[config.mk]
export PLATFORM = sky130hd
export DESIGN_NAME = vdh_ram
export DESIGN_NICKNAME = d
export VERILOG_FILES = /design/src/hw/rtl/vdh_ram.sv
export SDC_FILE = /design/constraint.sdc
export NUM_CORES = 1
export LEC_CHECK = 0
export ABC_AREA = 1
export BUFFER_PORTS_ARGS = -buffer_cell sky130_fd_sc_hd__buf_2
export CORE_UTILIZATION = 55
export DETAILED_ROUTE_END_ITERATION = 8
export PLACE_DENSITY = 0.81
export SLEW_MARGIN = 20
export SYNTH_ARGS = -nofsm -noshare
export SYNTH_HDL_FRONTEND = slang
export SYNTH_SLANG_ARGS = --single-unit
[constraint.sdc]
create_clock -name i_clk -period 1.75 [get_ports i_clk]
set_clock_uncertainty 0.15 [all_clocks]
set_input_delay 0.175 -clock i_clk [delete_from_list [all_inputs] [get_ports i_clk]]
set_output_delay 0.175 -clock i_clk [all_outputs]
set_load 0.03 [all_outputs]
[src/hw/rtl/vdh_ram.sv]
module vdh_ram #(
    parameter int WIDTH = 8,
    parameter int DEPTH = 16
) (
    input  logic                     i_clk,
    input  logic                     i_we,
    input  logic [$clog2(DEPTH)-1:0] i_waddr,
    input  logic [WIDTH-1:0]         i_wdata,
    input  logic [$clog2(DEPTH)-1:0] i_raddr,
    output logic [WIDTH-1:0]         o_rdata
);

    logic [WIDTH-1:0] r_mem [DEPTH];

    always_ff @(posedge i_clk) begin
        if (i_we) begin
            r_mem[i_waddr] <= i_wdata;
        end
        o_rdata <= r_mem[i_raddr];
    end

endmodule

### Word-level counts from Yosys, hierarchy flattened

Memory sizes are Yosys's and may differ from the RTL's. A register that Yosys moved wholly into a read port is not among the register bits.
Index checks and enable logic that the tools add are counted.
Widths: inputs -> output; s select.

* bits in registers: 0
* RAM bits: 128
* input port bits: 18
* output and inout port bits: 8
* word-level logic and storage cells: 3
* memories: 1

Memory list
* r_mem: depth 16, bits a word 8, rd ports 1, clocked after memory_dff 1, wr ports 1, RTL line 13 `logic [WIDTH-1:0] r_mem [DEPTH];`

* muxes and demuxes: 2

Operators by type and width (count)
* $mux 1: 2

### Logic depth before layout (Yosys ltp)

* word-level depth: 2
* gate-level depth with buffers: 8
* depth with buffers taken out: 7

### Worst setup path after synthesis

OpenSTA, ideal clock, no wires.

* kind: input -> register
* start: input port i_waddr[2]
* end: memory r_mem[10][0] (enable)
* arrival: 0.756 ns
* slack: 0.474 ns
* stages: 2
* cell sequence: nand3b_1 nor2_1

RTL lines
* start: declaration: RTL line 7 `input logic [$clog2(DEPTH)-1:0] i_waddr,`
* end: declaration: RTL line 13

No word-level cell before the write port.

### Final worst setup path

* start: register o_rdata[1], read port of r_mem
* end: output port o_rdata[1]

RTL lines
* start: declaration: RTL line 10 `output logic [WIDTH-1:0] o_rdata`

No word-level cell between the ends.

==> results.yml <==
floorplanning:
  core_area_mm2: 0.0102
  die_w_um: 104
  io_pins: 26
  initial_core_util_pct: 56.4
  die_y_um: 104
  die_area_mm2: 0.0109
  rows: 37
routing:
  drtAntennaViolNets: 0
  wl_um: 13200
  dr.pass1.iters: 5
  viasPerCell: 5.36
  route.detailed.drc: 0
  drtIter0Drc: 318
  route.detailed.wl_per_inst_um: 17.5
  vias: 4029
worst_setup_path:
  cp.arrival_ns: 1.08
  endpoint_kind: "output pin"
  crit_fanout: 1
  slowest_delay_ns: 0.35
  crit_slowest_cell: "dfxtp_1"
  start_kind: "flip-flop"
  crit_family: "flip-flops"
  worst-endpoint-required_ns: 1.42
  path_class: "flip-flop to output pin"
  cp_num_buf_inv: 1
  cp_cell_sequence: "buf_2"
synthesis:
  synth_cell_type_count: 12
  synth_fp_nets: 569
  ys_warn_count: 0
  netlist_instances: 551
  synth_area_leaders: "edfxtp_1, nand2_1, nand3_1"
  ys_seq_elements: 136
  yosysTopAreaCell: "edfxtp_1"
  synth_top_area_share_pct: 66.7
  ys_seq_area_share_pct: 69.4
  syn_avg_cell_area_um2: 10.5
  synthesis.area_mm2: 0.00577
power_and_ir_drop:
  ir_worst_vdd_mv: 1.01
  finalPower_mw: 7.72
  leakagePower_nw: 2.96
  p_per_area_mw_per_mm2: 1140
global_routing:
  grt_pass1_wl_um: 20500
  antenna_found_initial: 0
  grt_pass1_vias: 3993
  track_usage_pct: 25.9
  grt_overflow_total: 0
  grt_max_degree: 33
flow_run:
  max_cap_viol_count: 0
min_path:
  worstHoldPathType: "input port to flip-flop"
cts:
  htree_levels: 4
  ctsResizeCount: 0
  path_clk_slew_ns: 0.06
  numCtsBuffers: 17
  clock_path_buffers: 2
  cts-root-buf: "clkbuf_8"
  hold_buffers: 9
  post_cts_buffers: 0
  tritoncts: "done"
  clkSinkCount: 136
  clkLatencyLatePin_ns: 0.52
finish:
  drive_gt1_share_pct: 12.2
  nets: 621
  n_antenna_cell: 0
  final_cell_mix: "nand2_1, edfxtp_1, inv_1"
  fillers: 722
  final_util_pct: 66.0
  final_common_cell: "nand2_1"
  syn_to_final_growth_pct: 17.1
  fin_area_mm2: 0.00675
sta:
  period_share_pct: 80.4
  slew_headroom_pct: 61.5
  fmax_ghz: 0.711
  fin_ws_ns: 0.343
  post-route-min-period_ns: 1.41
  finalMaxSlewViolations: 0
  grt_setup_unrepaired: "false"
  tightest_slew_ns: 0.577
  finalHoldViolCount: 0
  finalSetupViolCount: 0
  tns_ns: 0
placed_design:
  dpl-instance-area_mm2: 0.00608
  pre_cts_ws_ns: 0.261
  dp_hpwl_um: 7890
  place.gp.congestion: 0.921
  io_buffer_count: 25
status:
  status: "completed"
## logic make-up after synthesis
| kind of cell | share of synthesized area, % |
|---|---|
| buffers and inverters | 9.52 |
| DFF | 69.4 |
| and+or+nand+nor | 21.0 |
## cells in the mapped netlist
master      n
buf_6       6
dfxtp_1     8
edfxtp_1  128
nand3b_1    2
nor2_1     17
buf_1       1
nand2_1   173
inv_1     100
buf_4       4
inv_2       2
nand3_1    97
buf_2      13
## worst register-to-register path, cell delays in order (launching register included)
cell and delay, ns:
edfxtp_1 0.36, inv_1 0.07, nand2_1 0.06, nand3_1 0.11, nand3_1 0.12, nand3_1 0.18
nand2_1 0.06
## where the power goes
| group | total [mW] | internal (mW) | switching [mW] | leakage, nW |
|---|---|---|---|---|
| clock network | 3.55 | 2.29 | 1.26 | 0.282 |
| registers | 3.67 | 3.64 | 0.0245 | 1.22 |
| logic | 0.501 | 0.146 | 0.355 | 1.45 |
## per-stage QoR
stage | hold WS [ns] | cells
6_report | 0.0662 | 752
5_1_grt | 0.0577 | 752
4_1_cts | 0.0435 | 752
3_3_place_gp | 0.391 | 711
2_1_floorplan | 0.124 | 551
3_5_place_dp | 0.398 | 711
## state kept, by name, indices dropped and copies added (netlist names)
name	flops
r_mem	128
o_rdata	8
## routing by layer
metal / share of wire [%] / track usage [%] / wire, um / vias up
li1: - / - / - / 1878
met1: 39 / 31.9 / 5110 / 1909
met2: 50 / 43.2 / 6620 / 218
met3: 8.4 / 5.95 / 1100 / 24
met4: 2.5 / 12.2 / 331 / 0
met5: 0 / 0 / 0 / -
## path summary, 6_finish.rpt
check	end	startpoint	slack, ns	cells past startpoint
max	o_rdata[1]	o_rdata[1]	0.34	1
min	o_rdata[4]	i_raddr[2]	0.07	5
max reg2reg	o_rdata[7]	r_mem[3][7]	0.53	6
min reg2reg	o_rdata[4]	r_mem[14][4]	0.52	6
## cell type report
class	count	area, um^2	area share, %
Clock buffer	21	429	6.35
Sequential cell	136	4000	59.3
Timing Repair Buffer	57	400	5.93
Tap cell	136	170	2.52
Clock inverter	11	154	2.28
Inverter	102	383	5.67
Multi-Input combinational cell	289	1210	18.0
Note: power is estimated with default switching activity, not from simulation.
